**src/rtl/assert_macros.svh**
```systemverilog
`ifndef ASSERT_MACROS_SVH
`define ASSERT_MACROS_SVH

// condition holds at every clock edge out of reset
`define ASSERT_ALWAYS(lbl, expr, msg) \
  lbl: assert property (@(posedge clk) disable iff (!rst_n) (expr)) else $error(msg);

// consequent holds in the same cycle as the antecedent
`define ASSERT_IMPL(lbl, pre, post, msg) \
  lbl: assert property (@(posedge clk) disable iff (!rst_n) (pre) |-> (post)) else $error(msg);

// consequent holds in the cycle after the antecedent
`define ASSERT_NEXT(lbl, pre, post, msg) \
  lbl: assert property (@(posedge clk) disable iff (!rst_n) (pre) |=> (post)) else $error(msg);

`endif

```
**src/rtl/i2cm_pkg.sv**
```systemverilog
`timescale 1ns / 1ps

package i2cm_pkg;

  localparam int BUF_DEPTH = 16;
  localparam int FILL_W = $clog2(BUF_DEPTH + 1);
  localparam int IDX_W = (BUF_DEPTH > 1) ? $clog2(BUF_DEPTH) : 1;
  // byte position over address byte, two memory address bytes and data
  localparam int BI_W = $clog2(BUF_DEPTH + 4);

  localparam int Q_DEPTH = 2;
  localparam int Q_AW = (Q_DEPTH > 1) ? $clog2(Q_DEPTH) : 1;
  localparam int Q_CW = $clog2(Q_DEPTH + 1);

  localparam int IN_DATA_W = 40;
  localparam int OUT_DATA_W = 16;

  localparam logic [1:0] REQ_TICK = 2'd0;
  localparam logic [1:0] REQ_LOAD = 2'd1;
  localparam logic [1:0] REQ_WRITE = 2'd2;
  localparam logic [1:0] REQ_READ = 2'd3;

  localparam logic [15:0] TPP_RESET = 16'd1;

  // one classified request word as it waits between front and engine
  typedef struct packed {
    logic              tick;
    logic              load;
    logic              start;
    logic              rd;
    logic              sda;
    logic [6:0]        dev_addr;
    logic [15:0]       mem_addr;
    logic [FILL_W-1:0] xfer_len;
    logic [7:0]        wr_byte;
  } cmd_t;

endpackage

```
**src/rtl/i2cm_front.sv**
```systemverilog
`timescale 1ns / 1ps

module i2cm_front
  import i2cm_pkg::*;
(
  input  logic                 clk,
  input  logic                 rst_n,
  input  logic                 in_tvalid,
  output logic                 in_tready,
  input  logic [1:0]           in_tuser,
  input  logic [IN_DATA_W-1:0] in_tdata,
  output logic                 q_valid,
  output cmd_t                 q_cmd,
  input  logic                 q_pop
);

  cmd_t            q_mem_r [Q_DEPTH];
  logic [Q_AW-1:0] wr_ptr_r, wr_ptr_nxt;
  logic [Q_AW-1:0] rd_ptr_r, rd_ptr_nxt;
  logic [Q_CW-1:0] count_r, count_nxt;
  cmd_t            cmd;
  logic            push;
  logic [4:0]      raw_cnt;

  // decode the request kind and clamp the count to the buffer depth
  always_comb begin
    raw_cnt = in_tdata[28:24];
    cmd = '0;
    cmd.sda = in_tdata[0];
    cmd.dev_addr = in_tdata[7:1];
    cmd.mem_addr = in_tdata[23:8];
    cmd.wr_byte = in_tdata[36:29];
    if (32'(raw_cnt) > BUF_DEPTH) begin
      cmd.xfer_len = FILL_W'(BUF_DEPTH);
    end else begin
      cmd.xfer_len = FILL_W'(raw_cnt);
    end
    case (in_tuser)
      REQ_TICK:  cmd.tick = 1'b1;
      REQ_LOAD:  cmd.load = 1'b1;
      REQ_WRITE: cmd.start = 1'b1;
      REQ_READ: begin
        cmd.start = 1'b1;
        cmd.rd = 1'b1;
      end
      default: cmd.tick = 1'b1;
    endcase
  end

  assign in_tready = (count_r != Q_CW'(Q_DEPTH));
  assign push = in_tvalid && in_tready;
  assign q_valid = (count_r != '0);
  assign q_cmd = q_mem_r[rd_ptr_r];

  always_comb begin
    wr_ptr_nxt = wr_ptr_r;
    rd_ptr_nxt = rd_ptr_r;
    count_nxt = count_r;
    if (push) begin
      wr_ptr_nxt = (wr_ptr_r == Q_AW'(Q_DEPTH - 1)) ? '0 : wr_ptr_r + 1'b1;
    end
    if (q_pop) begin
      rd_ptr_nxt = (rd_ptr_r == Q_AW'(Q_DEPTH - 1)) ? '0 : rd_ptr_r + 1'b1;
    end
    if (push && !q_pop) begin
      count_nxt = count_r + 1'b1;
    end else if (!push && q_pop) begin
      count_nxt = count_r - 1'b1;
    end
  end

  always_ff @(posedge clk) begin
    if (!rst_n) begin
      wr_ptr_r <= '0;
      rd_ptr_r <= '0;
      count_r <= '0;
    end else begin
      wr_ptr_r <= wr_ptr_nxt;
      rd_ptr_r <= rd_ptr_nxt;
      count_r <= count_nxt;
    end
  end

  always_ff @(posedge clk) begin
    if (push) begin
      q_mem_r[wr_ptr_r] <= cmd;
    end
  end

endmodule

```
**src/rtl/i2cm_engine.sv**
```systemverilog
`timescale 1ns / 1ps
`include "assert_macros.svh"

module i2cm_engine
  import i2cm_pkg::*;
(
  input  logic                  clk,
  input  logic                  rst_n,
  input  logic                  cfg_wr_en,
  input  logic [15:0]           cfg_wr_data,
  input  logic                  q_valid,
  input  cmd_t                  q_cmd,
  output logic                  q_pop,
  output logic                  out_tvalid,
  input  logic                  out_tready,
  output logic [OUT_DATA_W-1:0] out_tdata
);

  localparam logic [3:0] PH_IDLE   = 4'd0;
  localparam logic [3:0] PH_ST_A   = 4'd1;
  localparam logic [3:0] PH_ST_B   = 4'd2;
  localparam logic [3:0] PH_TX_L   = 4'd3;
  localparam logic [3:0] PH_TX_H   = 4'd4;
  localparam logic [3:0] PH_ACK_L  = 4'd5;
  localparam logic [3:0] PH_ACK_H  = 4'd6;
  localparam logic [3:0] PH_RX_L   = 4'd7;
  localparam logic [3:0] PH_RX_H   = 4'd8;
  localparam logic [3:0] PH_MACK_L = 4'd9;
  localparam logic [3:0] PH_MACK_H = 4'd10;
  localparam logic [3:0] PH_SP_A   = 4'd11;
  localparam logic [3:0] PH_SP_B   = 4'd12;

  logic [15:0]           tpp_r;
  logic [3:0]            phase_r, phase_nxt;
  logic [2:0]            bit_index_r, bit_index_nxt;
  logic [BI_W-1:0]       byte_index_r, byte_index_nxt;
  logic [7:0]            shift_r, shift_nxt;
  logic [7:0]            buf_r [BUF_DEPTH];
  logic [FILL_W-1:0]     fill_r, fill_nxt;
  logic [6:0]            target_r, target_nxt;
  logic [15:0]           maddr_r, maddr_nxt;
  logic [FILL_W-1:0]     len_r, len_nxt;
  logic [15:0]           tick_r, tick_nxt;
  logic                  err_r, err_nxt;
  logic                  rd_r, rd_nxt;
  logic                  out_tvalid_r;
  logic [OUT_DATA_W-1:0] out_tdata_r;

  logic            step;
  logic            buf_we;
  logic [15:0]     tick_len;
  logic [BI_W-1:0] rd_k;
  logic [BI_W-1:0] buf_off;
  logic [7:0]      tx;
  logic            rx_valid;
  logic            done;
  logic            scl_o;
  logic            sda_o;
  logic [BI_W-1:0] bi_inc;

  assign step = q_valid && (!out_tvalid_r || out_tready);
  assign q_pop = step;
  assign tick_len = (tpp_r == '0) ? 16'd1 : tpp_r;
  assign bi_inc = byte_index_r + 1'b1;

  // next byte to shift out: address byte at start, otherwise the following one
  always_comb begin
    rd_k = (phase_r == PH_ST_B) ? '0 : bi_inc;
    buf_off = rd_k - BI_W'(3);
    if (rd_k == BI_W'(0)) begin
      tx = {target_r, rd_r};
    end else if (rd_k == BI_W'(1)) begin
      tx = maddr_r[15:8];
    end else if (rd_k == BI_W'(2)) begin
      tx = maddr_r[7:0];
    end else if (buf_off < BI_W'(BUF_DEPTH)) begin
      tx = buf_r[buf_off[IDX_W-1:0]];
    end else begin
      tx = 8'h00;
    end
  end

  always_comb begin
    phase_nxt = phase_r;
    bit_index_nxt = bit_index_r;
    byte_index_nxt = byte_index_r;
    shift_nxt = shift_r;
    fill_nxt = fill_r;
    target_nxt = target_r;
    maddr_nxt = maddr_r;
    len_nxt = len_r;
    tick_nxt = tick_r;
    err_nxt = err_r;
    rd_nxt = rd_r;
    buf_we = 1'b0;
    rx_valid = 1'b0;
    done = 1'b0;
    if (step) begin
      if (q_cmd.tick) begin
        if (phase_r != PH_IDLE) begin
          if ({1'b0, tick_r} + 17'd1 >= {1'b0, tick_len}) begin
            tick_nxt = '0;
            case (phase_r)
              PH_ST_A: phase_nxt = PH_ST_B;
              PH_ST_B: begin
                byte_index_nxt = '0;
                bit_index_nxt = 3'd7;
                shift_nxt = tx;
                phase_nxt = PH_TX_L;
              end
              PH_TX_L: phase_nxt = PH_TX_H;
              PH_TX_H: begin
                if (bit_index_r == 3'd0) begin
                  phase_nxt = PH_ACK_L;
                end else begin
                  bit_index_nxt = bit_index_r - 1'b1;
                  phase_nxt = PH_TX_L;
                end
              end
              PH_ACK_L: phase_nxt = PH_ACK_H;
              PH_ACK_H: begin
                if (q_cmd.sda) begin
                  err_nxt = 1'b1;
                  phase_nxt = PH_SP_A;
                end else if (rd_r) begin
                  byte_index_nxt = '0;
                  if (len_r == '0) begin
                    phase_nxt = PH_SP_A;
                  end else begin
                    bit_index_nxt = 3'd7;
                    shift_nxt = '0;
                    phase_nxt = PH_RX_L;
                  end
                end else begin
                  byte_index_nxt = bi_inc;
                  if (bi_inc < BI_W'(3) + BI_W'(len_r)) begin
                    bit_index_nxt = 3'd7;
                    shift_nxt = tx;
                    phase_nxt = PH_TX_L;
                  end else begin
                    phase_nxt = PH_SP_A;
                  end
                end
              end
              PH_RX_L: phase_nxt = PH_RX_H;
              PH_RX_H: begin
                shift_nxt = shift_r | (8'(q_cmd.sda) << bit_index_r);
                if (bit_index_r == 3'd0) begin
                  rx_valid = 1'b1;
                  phase_nxt = PH_MACK_L;
                end else begin
                  bit_index_nxt = bit_index_r - 1'b1;
                  phase_nxt = PH_RX_L;
                end
              end
              PH_MACK_L: phase_nxt = PH_MACK_H;
              PH_MACK_H: begin
                byte_index_nxt = bi_inc;
                if (bi_inc < BI_W'(len_r)) begin
                  bit_index_nxt = 3'd7;
                  shift_nxt = '0;
                  phase_nxt = PH_RX_L;
                end else begin
                  phase_nxt = PH_SP_A;
                end
              end
              PH_SP_A: phase_nxt = PH_SP_B;
              PH_SP_B: begin
                phase_nxt = PH_IDLE;
                done = 1'b1;
              end
              default: phase_nxt = PH_IDLE;
            endcase
          end else begin
            tick_nxt = tick_r + 1'b1;
          end
        end
      end else if (phase_r == PH_IDLE) begin
        if (q_cmd.load) begin
          if (fill_r < FILL_W'(BUF_DEPTH)) begin
            buf_we = 1'b1;
            fill_nxt = fill_r + 1'b1;
          end
        end else if (q_cmd.start) begin
          rd_nxt = q_cmd.rd;
          target_nxt = q_cmd.dev_addr;
          maddr_nxt = q_cmd.mem_addr;
          len_nxt = q_cmd.xfer_len;
          if (!q_cmd.rd) begin
            fill_nxt = '0;
          end
          err_nxt = 1'b0;
          byte_index_nxt = '0;
          bit_index_nxt = 3'd7;
          shift_nxt = '0;
          tick_nxt = '0;
          phase_nxt = PH_ST_A;
        end
      end
    end
  end

  // bus levels for the half-phase entered by this word
  always_comb begin
    scl_o = 1'b1;
    sda_o = 1'b1;
    case (phase_nxt)
      PH_ST_A: sda_o = 1'b0;
      PH_ST_B: begin
        scl_o = 1'b0;
        sda_o = 1'b0;
      end
      PH_TX_L: begin
        scl_o = 1'b0;
        sda_o = shift_nxt[bit_index_nxt];
      end
      PH_TX_H: sda_o = shift_nxt[bit_index_nxt];
      PH_ACK_L, PH_RX_L: scl_o = 1'b0;
      PH_ACK_H, PH_RX_H: scl_o = 1'b1;
      PH_MACK_L, PH_MACK_H: begin
        scl_o = (phase_nxt == PH_MACK_H);
        sda_o = ((byte_index_nxt + 1'b1) >= BI_W'(len_nxt));
      end
      PH_SP_A: begin
        scl_o = 1'b0;
        sda_o = 1'b0;
      end
      PH_SP_B: sda_o = 1'b0;
      default: begin
        scl_o = 1'b1;
        sda_o = 1'b1;
      end
    endcase
  end

  always_ff @(posedge clk) begin
    if (!rst_n) begin
      tpp_r <= TPP_RESET;
      phase_r <= PH_IDLE;
      bit_index_r <= 3'd7;
      byte_index_r <= '0;
      shift_r <= '0;
      fill_r <= '0;
      target_r <= '0;
      maddr_r <= '0;
      len_r <= '0;
      tick_r <= '0;
      err_r <= 1'b0;
      rd_r <= 1'b0;
      out_tvalid_r <= 1'b0;
    end else begin
      if (cfg_wr_en) begin
        tpp_r <= cfg_wr_data;
      end
      phase_r <= phase_nxt;
      bit_index_r <= bit_index_nxt;
      byte_index_r <= byte_index_nxt;
      shift_r <= shift_nxt;
      fill_r <= fill_nxt;
      target_r <= target_nxt;
      maddr_r <= maddr_nxt;
      len_r <= len_nxt;
      tick_r <= tick_nxt;
      err_r <= err_nxt;
      rd_r <= rd_nxt;
      out_tvalid_r <= step || (out_tvalid_r && !out_tready);
    end
  end

  always_ff @(posedge clk) begin
    if (buf_we) begin
      buf_r[fill_r[IDX_W-1:0]] <= q_cmd.wr_byte;
    end
    if (step) begin
      out_tdata_r <= {2'b00, err_nxt, done, (phase_nxt != PH_IDLE),
                      (rx_valid ? shift_nxt : 8'h00), rx_valid, sda_o, scl_o};
    end
  end

  assign out_tvalid = out_tvalid_r;
  assign out_tdata = out_tdata_r;

  `ASSERT_IMPL(a_tick_bound, phase_r != PH_IDLE, tick_r < tick_len, "tick count past phase length")
  `ASSERT_IMPL(a_tx_range, (phase_r == PH_TX_L) || (phase_r == PH_TX_H), byte_index_r < BI_W'(3) + BI_W'(len_r), "sending past message end")
  `ASSERT_NEXT(a_done_idle, step && done, phase_r == PH_IDLE, "done without return to idle")
  `ASSERT_IMPL(a_rx_valid, step && rx_valid, (phase_r == PH_RX_H) && (bit_index_r == 3'd0), "read byte flagged outside last bit")

endmodule

```
**src/rtl/i2c_master_mem_write_read.sv**
```systemverilog
`timescale 1ns / 1ps

// i2c master for devices with a 16-bit register address. every input word
// produces exactly one output word. in_tuser carries the request kind: a tick
// advances the bus by one tick (a half-phase lasts ticks_per_phase ticks, 0
// counts as 1), a load pushes a byte into the 16-entry write buffer, and the
// two start kinds begin a write (start, address byte, memory address high then
// low, buffered data, stop) or a read (start, address byte, count bytes in,
// msb first, ack on each but the last, which gets a nack). loads and starts
// are dropped while a transaction runs, and a full buffer drops further loads.
// a slave nack ends the transfer with a stop and status 1 until the next
// start. the block takes one word per clock when the output side keeps
// out_tready high. an accepted word is first written into the request queue;
// the engine works on the head of that queue, and its output register takes
// the result, which then appears on out_tdata. that rate is set by the
// engine's next-state update, which handles one word per clock.
// ticks_per_phase may only be written while no words are in flight.
// there is no clearing pass after reset.

module i2c_master_mem_write_read
  import i2cm_pkg::*;
(
  input  logic                  clk,
  input  logic                  rst_n,
  // configuration: ticks_per_phase
  input  logic                  cfg_wr_en,
  input  logic [15:0]           cfg_wr_data,
  // request channel
  input  logic                  in_tvalid,
  output logic                  in_tready,
  // req_type[1:0]
  input  logic [1:0]            in_tuser,
  // sda_in[0], dev_addr[7:1], mem_addr[23:8], byte_count[28:24],
  // write_byte[36:29], zero pad[39:37]
  input  logic [IN_DATA_W-1:0]  in_tdata,
  // result channel
  output logic                  out_tvalid,
  input  logic                  out_tready,
  // scl_level[0], sda_level[1], read_valid[2], read_byte[10:3], busy_res[11],
  // done_res[12], status[13], zero pad[15:14]
  output logic [OUT_DATA_W-1:0] out_tdata
);

  // classified request words waiting for the engine
  logic q_valid;
  cmd_t q_cmd;
  logic q_pop;

  // front: accepts words, decodes the request kind, queues them
  i2cm_front u_front (
    .clk       (clk),
    .rst_n     (rst_n),
    .in_tvalid (in_tvalid),
    .in_tready (in_tready),
    .in_tuser  (in_tuser),
    .in_tdata  (in_tdata),
    .q_valid   (q_valid),
    .q_cmd     (q_cmd),
    .q_pop     (q_pop)
  );

  // back: bus sequencer, write buffer and output register
  i2cm_engine u_engine (
    .clk         (clk),
    .rst_n       (rst_n),
    .cfg_wr_en   (cfg_wr_en),
    .cfg_wr_data (cfg_wr_data),
    .q_valid     (q_valid),
    .q_cmd       (q_cmd),
    .q_pop       (q_pop),
    .out_tvalid  (out_tvalid),
    .out_tready  (out_tready),
    .out_tdata   (out_tdata)
  );

endmodule
```
**config.mk**
```make
export PLATFORM = sky130hd
export DESIGN_NAME = i2c_master_mem_write_read
export DESIGN_NICKNAME = d
export VERILOG_FILES = /design/src/rtl/i2cm_pkg.sv /design/src/rtl/i2cm_front.sv /design/src/rtl/i2cm_engine.sv /design/src/rtl/i2c_master_mem_write_read.sv
export VERILOG_INCLUDE_DIRS = /design/src /design/src/rtl
export SDC_FILE = /design/constraint.sdc
export NUM_CORES = 1
export LEC_CHECK = 0
export ABC_AREA = 1
export BUFFER_PORTS_ARGS = -buffer_cell sky130_fd_sc_hd__buf_4
export CAP_MARGIN = 5
export CORE_UTILIZATION = 62
export DETAILED_ROUTE_END_ITERATION = 6
export PLACE_DENSITY = 0.79
export SYNTH_ARGS = -nofsm -noshare
export SYNTH_HDL_FRONTEND = slang
export SYNTH_HIERARCHICAL = 1
export SYNTH_SLANG_ARGS = --single-unit
```
**constraint.sdc**
```tcl
create_clock -name clk -period 5.2 [get_ports clk]
set_input_delay 0.26 -clock clk [delete_from_list [all_inputs] [get_ports clk]]
set_output_delay 0.26 -clock clk [all_outputs]
set_load 0.02 [all_outputs]
```
* Word-level counts from Yosys, hierarchy flattened
Memories as Yosys holds them, arrays and structs flattened. A register that Yosys moved wholly into a read port is not among the register bits. Index checks and enable logic that the tools add are counted.
Storage, ports and cells: input bits 63, RAM bits 210, bits in registers 106, output and inout port bits 18, word-level logic and storage cells 224, memories kept 2
Cells by class: bitwise gates (word level) 3, reductions and logical operators 34, $lt $le $gt $ge 8, equality and inequality tests 32, mux-type cells 113, shift-type cells 1, add/subtract/negate cells 12
Memory list:
- u_engine.buf_r | words 16, bits a word 8, rd ports 1, clocked after memory_dff 0, write ports 1, line i2cm_engine.sv:38 | logic [7:0] buf_r [BUF_DEPTH];
- u_front.q_mem_r | words 2, bits a word 41, rd ports 1, clocked after memory_dff 1, write ports 1, line i2cm_front.sv:17 | cmd_t q_mem_r [Q_DEPTH];
Operators by type and width (number):
- $mux W8 | 16
- $mux W16 | 7
- $mux W5 | 20
- $mux W4 | 13
- $pmux W4 S11 | 1
- $mux W3 | 14
- $eq A4 B4 Y1 const B | 9
- $mux W1 | 34
- $pmux W8 S4 | 1
- $eq A4 B3 Y1 const B | 7
- $add A16 B1 Y17 const B | 1
- $ge A17 B16 Y1 | 1
- $add A16 B1 Y16 const B | 1
- $eq A4 B2 Y1 const B | 4
- $logic_not A16 Y1 | 1
- $add A5 B1 Y5 const B | 3
- $pmux W5 S3 | 1
- $pmux W3 S4 | 1
- $logic_not A5 Y1 | 2
- $lt A5 B5 Y1 | 2
- $lt A5 B5 Y1 const B | 2
- $reduce_and A5 Y1 | 2
- $reduce_bool A2 Y1 | 5
- $eq A4 B1 Y1 const B | 2
- other kinds (34) | 53

* Depth between registers and ports, before layout
Gate-level depths: netlist of run 1.
word-level depth 19, depth in mapped cells 36, depth with buffers taken out 36

* Hierarchy
Netlist of run 1, hierarchy kept.
Modules (own cells, without submodules):
- i2cm_engine | seq. area each 6025.8 um^2, times used 1, area each 12184.2 um^2, cells each 1462
- i2cm_front | seq. area each 2562.5 um^2, times used 1, area each 3463.3 um^2, cells each 178

* Worst setup path after synthesis of run 1
Ideal clock, no wire load.
kind reg2reg, start point register u_engine.tick_r[0], end point register u_engine.out_tdata_r[1], in the netlist u_engine/out_tdata[1] (data pin), data arrival time 4.235 ns, setup time 0.254 ns, slack 0.711 ns, stages on the path, launching flop included 34, required time 4.946 ns, buffers on the path 0, clock period less this slack 4.489 ns, cell sequence dfxtp_1 > nand3_1 > nor2_1 > nand4_1 > nor2_1 > inv_1 > nor3b_1 > nand3_1 > nor2_1 > xor2_1 > ha_1 > and3b_1 > nand4_1 > nand2_1 > nor2_1 > nand2_4 > inv_2 > nor2_8 > o211ai_1 > and2_1 > inv_1 > ha_1 > inv_1 > xor2_1 > inv_1 > ha_1 > inv_1 > o21bai_1 > a21oi_1 > nor2_1 > o211ai_1 > a21oi_1 > a21oi_1 > nand2_1
On the way: word-level cells in the longest chain between the ends 9, elaborated cells on any way between the ends 34, those cells by class 2 x add/sub; 2 x order compare; 8 x eq/ne; 19 x mux; 3 x reduce/logical
Ends and longest elaborated chain:
- from (decl) | line i2cm_engine.sv:43 | logic [15:0] tick_r, tick_nxt;
- from (signal assigned) | line i2cm_engine.sv:263 | tick_r <= tick_nxt;
- $add A16 B1 Y17 | line i2cm_engine.sv:101 | if ({1'b0, tick_r} + 17'd1 >= {1'b0, tick_len}) begin
- $ge A17 B16 Y1 | line i2cm_engine.sv:101
- $mux W5 | line i2cm_engine.sv:101
- $mux W5 | line i2cm_engine.sv:100 | if (phase_r != PH_IDLE) begin
- $mux W5 | line i2cm_engine.sv:99 | if (q_cmd.tick) begin
- $mux W5 | line i2cm_engine.sv:98 | if (step) begin
- named net u_engine.byte_index_nxt[0] | line i2cm_engine.sv:36 | logic [BI_W-1:0] byte_index_r, byte_index_nxt;
- $add A5 B1 Y5 | line i2cm_engine.sv:222 | sda_o = ((byte_index_nxt + 1'b1) >= BI_W'(len_nxt));
- $ge A5 B5 Y1 | line i2cm_engine.sv:222
- $pmux W1 S3 | line i2cm_engine.sv:207 | case (phase_nxt)
- named net u_engine.sda_o | line i2cm_engine.sv:58 | logic sda_o;
- to (signal assigned) | line i2cm_engine.sv:275 | out_tdata_r <= {2'b00, err_nxt, done, (phase_nxt != PH_IDLE),
- to (decl) | line i2cm_engine.sv:47 | logic [OUT_DATA_W-1:0] out_tdata_r;
The timed path passes the listed nets, and every way through them passes these cells. The select of a mux whose other input is x is not followed. A chain may end at the register's enable or synchronous reset.

* Worst setup path after layout of run 1
Same ends and word-level chain as after synthesis.

==> results of run 1 <==
==> kinds of logic after synthesis <==
family                     synth area share (%)
AOI/OAI and AO/OA                          7.79
xor gates and xnor gates                   1.18
adders and majority gates                  3.68
buffers and inverters                      6.56
DFF                                        54.9
muxes                                      3.91
other                                    0.0240
and+or+nand+nor                            22.0
==> layer usage <==
metal	vias to the layer above	global-route usage, %	part of all wire [%]
li1	5793	-	-
met1	5635	37.8	42
met2	519	47.0	48
met3	59	5.55	8.6
met4	0	8.32	2.0
met5	-	0	0
==> sequential cells by signal, indices dropped and copies added (netlist names), named ones only <==
signal and cells:
u_engine/buf_r 128, u_front/q_mem_r 82, u_engine/maddr_r 16, u_engine/tick_r 16, u_engine/tpp_r 16, u_engine/out_tdata 14
u_engine/shift_r 8, u_engine/target_r 7, u_engine/byte_index_r 5, u_engine/fill_r 5, u_engine/len_r 5, u_engine/phase_r 4
u_engine/bit_index_r 3, u_front/count_r 2, u_engine/err_r 1, u_engine/out_tvalid 1, u_engine/rd_r 1, u_front/rd_ptr_r 1
u_front/wr_ptr_r 1
==> power by group <==
| group | internal (uW) | switching (uW) |
|---|---|---|
| Combinational | 630 | 1140 |
| Clock | 1350 | 950 |
| Sequential | 3120 | 166 |
==> cell type report <==
type | count | area [sq um]
Clock buffer | 44 | 918
Clock inverter | 14 | 150
Fill cell | 1721 | 6670
Inverter | 158 | 597
Multi-Input combinational cell | 1101 | 6150
Sequential cell | 317 | 8600
Tap cell | 324 | 405
Timing Repair Buffer | 128 | 1050
==> worst reg2reg max path, delay by kind of cell, from the launching register on <==
family,cells,cell delay (ns)
flip-flops,1,0.38
buffers and inverters,6,0.41
adder cells (fa/ha/maj),4,0.93
AND/OR/NAND/NOR,17,1.79
XOR/XNOR,2,0.29
AO/OA/AOI/OAI,7,0.78
==> repair_timing <==
item | 4_1_cts | 5_1_grt
resized for setup | 0 | 29
hold buffers | 36 | 0
endpoints found under the setup margin | 0 | 1
hold endpoints to repair | 69 | 0
buffers inserted | 0 | 6
==> per-stage QoR <==
stage          power, uW  cells
3_5_place_dp        5030   1986
6_report            7360   2086
3_3_place_gp        4990   1986
4_1_cts             7330   2080
2_1_floorplan       4570   1641
5_1_grt             7680   2086
==> cells in the final DEF, fill, tap and decap left out, types with 3 or more instances in the layout <==
master and n:
nand2_1 319, edfxtp_1 224, nand3_1 211, nor2_1 160, inv_1 136, a21oi_1 96
buf_4 92, dfxtp_1 89, o21ai_0 69, ha_1 43, mux2_4 40, dlygate4sd3_1 36
clkbuf_16 34, inv_2 16, xor2_1 14, nand2_2 12, nor3_1 12, nand4_1 11
o211ai_1 10, nor2_2 8, o21ai_1 8, clkinv_1 7, clkbuf_1 7, xnor2_1 7
or2_2 7, a211oi_1 7, clkinv_2 6, nor2_4 6, nand3_2 6, o22ai_1 6
nor4_1 4, clkbuf_8 3, nor3_2 3, nand2_4 3, o2111ai_1 3, a22oi_1 3
a21boi_0 3
==> how the worst min path moves through the flow <==
stage | end
after global placement | u_front/q_mem_r[0][24]
final | u_engine/out_tvalid
after detailed placement | u_front/q_mem_r[1][21]
after global routing | u_engine/out_tvalid
after floorplan | u_front/q_mem_r[0][0]
after CTS | u_engine/out_tvalid
==> impl_metrics.yaml, run 1 <==
floorplan:
  io_pins: 81
  coreArea_sq_um: 24500
  start_util_pct: 63.8
  die_x_um: 161
  fp.dieArea_sq_um: 25900
  rows: 57
  die_h_um: 161
run_status:
  violations: "design-rule violations"
  status: "complete, but fails checks"
worst_setup_path:
  critical_path_depth: 36
  startpoint: "u_engine/tick_r[0]"
  cpPeakStageDelay_ns: 0.38
  crit_slowest_cell: "dfxtp_4"
  rr_startpoint: "u_engine/tick_r[0]"
  r2r_slack_ns: 0.36
  r2r_end: "u_engine/out_tdata[1]"
  worstPathRequired_ns: 5.45
  crit_family: "simple AND/OR/NAND/NOR gates"
  start_kind: "register"
  crit_top_cell: "nand2_1"
  cp-endpoint: "u_engine/out_tdata[1]"
  crit_path_end_kind: "register"
  ff2ff_path_depth: 36
  critical_path_class: "reg2reg"
  path_buf_inv: 6
  worstPathArrival_ns: 5.09
  critPathMaxFanout: 7
cts:
  htree_num_levels: 2
  clk_path_buf_depth: 3
  tritoncts: "done"
  clock_sinks: 317
  path_clk_slew_ns: 0.06
  clk-insertion-delay-late_ns: 0.52
  cts_made_buffers: 34
  root_buffer: "clkbuf_16"
sta:
  fin_ws_ns: 0.362
  slew_violations: 0
  worst_pin_slew_ns: 1.21
  layout_worst_path_cycle_share_pct: 93.0
  tns_ns: 0
  period_minus_slack_ns: 4.84
  fmax_mhz: 207
  rsz0062_at_grt: "yes"
  setup_viol: 0
  slew_headroom_pct: 18.8
  whs_ns: 0.0269
  finalHoldViolations: 0
  fin_skew_ns: 0.0211
global_routing:
  grt_pass1_vias: 11500
  overflow: 0
  antenna_found_initial: 0
  grt_usage_pct: 28.3
  grt_max_degree: 66
  grt_first_pass_wirelength_mm: 57.8
logic_synthesis:
  synth-seq-cells: 317
  avgSynthCellArea_sq_um: 9.54
  ys_top_cells_by_count: "nand2_1 (320), edfxtp_1 (224), nand3_1 (213)"
  synth.top_cell.area_share_pct: 43.0
  synthTopCellsByArea: "edfxtp_1 (43%), dfxtp_1 (12%), nand2_1 (7.7%)"
  syn_inst: 1640
  yosysWarnings: 6
  synth.most_common_cell: "nand2_1"
  ys_seq_area_share_pct: 54.9
  async_reset_ff_share_pct: 0
  synthFlopType: "edfxtp_1"
  synth_top_area_cell: "edfxtp_1"
  syn_area_sq_um: 15600
  synth_edf_count: 224
  ys_types: 58
layout:
  drive_gt1_share_pct: 15.1
  fin_nets: 1849
  antenna_cells: 0
  syn2layout_area_growth_pct: 14.2
  design_area_sq_um: 17900
  fin_util_pct: 72.8
hold_path:
  hold_path_class: "in2reg"
  whs_path_depth: 4
  min_from: "out_tready"
place:
  gp_congestion: 0.912
  placed_cell_area_sq_um: 16300
  port-buffer-count: 75
  dp_hpwl_mm: 24.1
  pre_cts_slack_ns: 0.145
route:
  drt_iter0_markers: 1107
  antenna_left: 0
  drc_errors: 18
  vias: 12000
  drtPass1Iterations: 7
  viasPerCell: 5.76
  routed_wl_mm: 36.6
  avgRoutedWirePerCell_um: 17.6
power_and_ir_drop:
  leakagePower_uw: 0.00723
  irDropWorstVdd_uv: 444
  power.density_nw_per_um2: 412
job:
  drv_cap: 0
No activity file was read; power rests on OpenSTA's default activity.
==> inputs of run 2 (changes only) <==
--- a/config.mk
+++ b/config.mk
@@ -9,9 +9,10 @@
 export ABC_AREA = 1
 export BUFFER_PORTS_ARGS = -buffer_cell sky130_fd_sc_hd__buf_4
 export CAP_MARGIN = 5
-export CORE_UTILIZATION = 62
+export CORE_ASPECT_RATIO = 1.4
+export CORE_UTILIZATION = 30
 export DETAILED_ROUTE_END_ITERATION = 6
-export PLACE_DENSITY = 0.79
+export PLACE_DENSITY = 0.43
 export SYNTH_ARGS = -nofsm -noshare
 export SYNTH_HDL_FRONTEND = slang
 export SYNTH_HIERARCHICAL = 1
==> impl_metrics.yaml, run 2 (same netlist as run 1, synthesis figures left out) <==
sta:
  worst_pin_slew_ns: 0.890
  slew_violations: 0
  fin_skew_ns: 0.0193
  tns_ns: 0
  period_minus_slack_ns: 4.94
  fmax_mhz: 203
  setup_viol: 0
  slew_headroom_pct: 40.6
  layout_worst_path_cycle_share_pct: 94.9
  finalHoldViolations: 0
power_and_ir_drop:
  power.density_nw_per_um2: 401
  seq_power_share_pct: 44.6
  leakagePower_uw: 0.00729
  p_switching_uw: 2380
  irDropWorstVdd_uv: 295
  switching_share_pct: 32.2
  power.internal_uw: 5000
  combPwrFrac_pct: 25.0
  p_clk_share_pct: 30.4
worst_setup_path:
  worstPathArrival_ns: 5.23
  critPathMaxFanout: 6
  crit_slowest_cell: "dfxtp_4"
  ff2ff_path_depth: 33
  critical_path_class: "reg2reg"
  crit_path_end_kind: "register"
  worstPathRequired_ns: 5.49
  cpPeakStageDelay_ns: 0.38
  start_kind: "register"
route:
  antenna_left: 0
  drc_errors: 0
  vias: 11700
  drtPass1Iterations: 5
  avgRoutedWirePerCell_um: 17.5
  drt_iter0_markers: 509
  viasPerCell: 4.82
  routed_wl_mm: 42.4
global_routing:
  grt_max_degree: 66
  antenna_found_initial: 0
  overflow: 0
  grt_first_pass_wirelength_mm: 66.1
  grt_pass1_vias: 11600
  grt_usage_pct: 16.0
place:
  gp_congestion: 0.882
  dp_hpwl_mm: 29.7
  dpl.cell_count: 2317
  port-buffer-count: 75
layout:
  multi_input_area_sq_um: 6180
  final_common_cell: "nand2_1"
  mostFrequentLayoutCells: "nand2_1 (317), edfxtp_1 (224), nand3_1 (211), nor2_1 (160), inv_1 (135)"
  regArea_sq_um: 8600
  syn2layout_area_growth_pct: 17.4
  layout.cells.non_filler: 2431
  largest_reg_flops: 128
  fin_util_pct: 35.9
  drive_gt1_share_pct: 16.0
  fin_nets: 1865
  n_fill_cell: 5246
  antenna_cells: 0
floorplan:
  start_util_pct: 30.5
  die_h_um: 272
  die_x_um: 195
  io_pins: 81
  coreArea_sq_um: 51300
  fp.dieArea_sq_um: 53100
  rows: 98
cts:
  clk_path_buf_depth: 3
  tritoncts: "done"
  root_buffer: "clkbuf_16"
  clk-insertion-delay-late_ns: 0.53
  cts_made_buffers: 34
  clock_sinks: 317
  htree_num_levels: 2
  path_clk_slew_ns: 0.06
job:
  drv_cap: 0
run_status:
  status: "finished clean"
hold_path:
  hold_path_class: "in2reg"
  whs_path_depth: 3
-- run 2: cell type report --
cell class / instances / share of cell area, %
inverter: 158 / 3.25
tap: 650 / 4.43
timing repair buffer: 144 / 6.43
clock inverter: 20 / 0.654
clock buffer: 41 / 4.83
multi-input combinational: 1101 / 33.6
sequential: 317 / 46.8
-- run 2: power groups by stage --
stage	combinational (uW)	clock, uW	sequential (uW)
2_1_floorplan	1250	0	3320
3_3_place_gp	1830	0	3330
3_5_place_dp	1840	0	3340
4_1_cts	1870	2320	3290
5_1_grt	2060	2410	3320
6_report	1840	2240	3290
-- run 2: worst paths after layout --
kind                        start                     to  slack [ns]
max            u_engine/tick_r[0]  u_engine/out_tdata[1]        0.26
min                cfg_wr_data[6]      u_engine/tpp_r[6]        0.02
max reg2reg    u_engine/tick_r[0]  u_engine/out_tdata[1]        0.26
min reg2reg  u_engine/target_r[2]   u_engine/target_r[2]        0.48
-- run 2: repair_timing --
| item | CTS | global route |
|---|---|---|
| pin swaps | 0 | 23 |
| buffers inserted | 0 | 13 |
| hold endpoints to repair | 73 | 0 |
| gates resized for setup | 1 | 35 |
| hold buffers | 40 | 0 |
| setup endpoints to repair | 1 | 1 |
| gates cloned | 0 | 0 |
-- run 2: worst max-delay path, delay by kind of cell (launching register included) --
kind | cells | cell delay [ns]
xor gates and xnor gates | 2 | 0.38
AOI/OAI and AO/OA | 4 | 0.62
and+or+nand+nor | 18 | 2.18
buffers and inverters | 6 | 0.43
adders and majority gates | 3 | 0.70
DFF | 1 | 0.38
-- run 2: per-stage QoR --
stage	setup slack, ns	power, uW	area (sq um)	hold WS, ns
after floorplan	0.711	4570	15700	0.359
after global placement	0.0274	5170	16700	0.446
after detailed placement	-0.0492	5180	16700	0.448
after CTS	0.0517	7480	18100	0.00129
after global routing	-0.0817	7780	18400	0.0167
final	0.263	7370	18400	0.0208
-- run 2: routing by layer --
metal	global-route usage, %	up-vias	routed length [um]
li1	-	5831	-
met1	18.1	5645	17100
met2	30.7	186	23000
met3	1.70	65	1080
met4	5.74	0	1240
met5	0	-	0
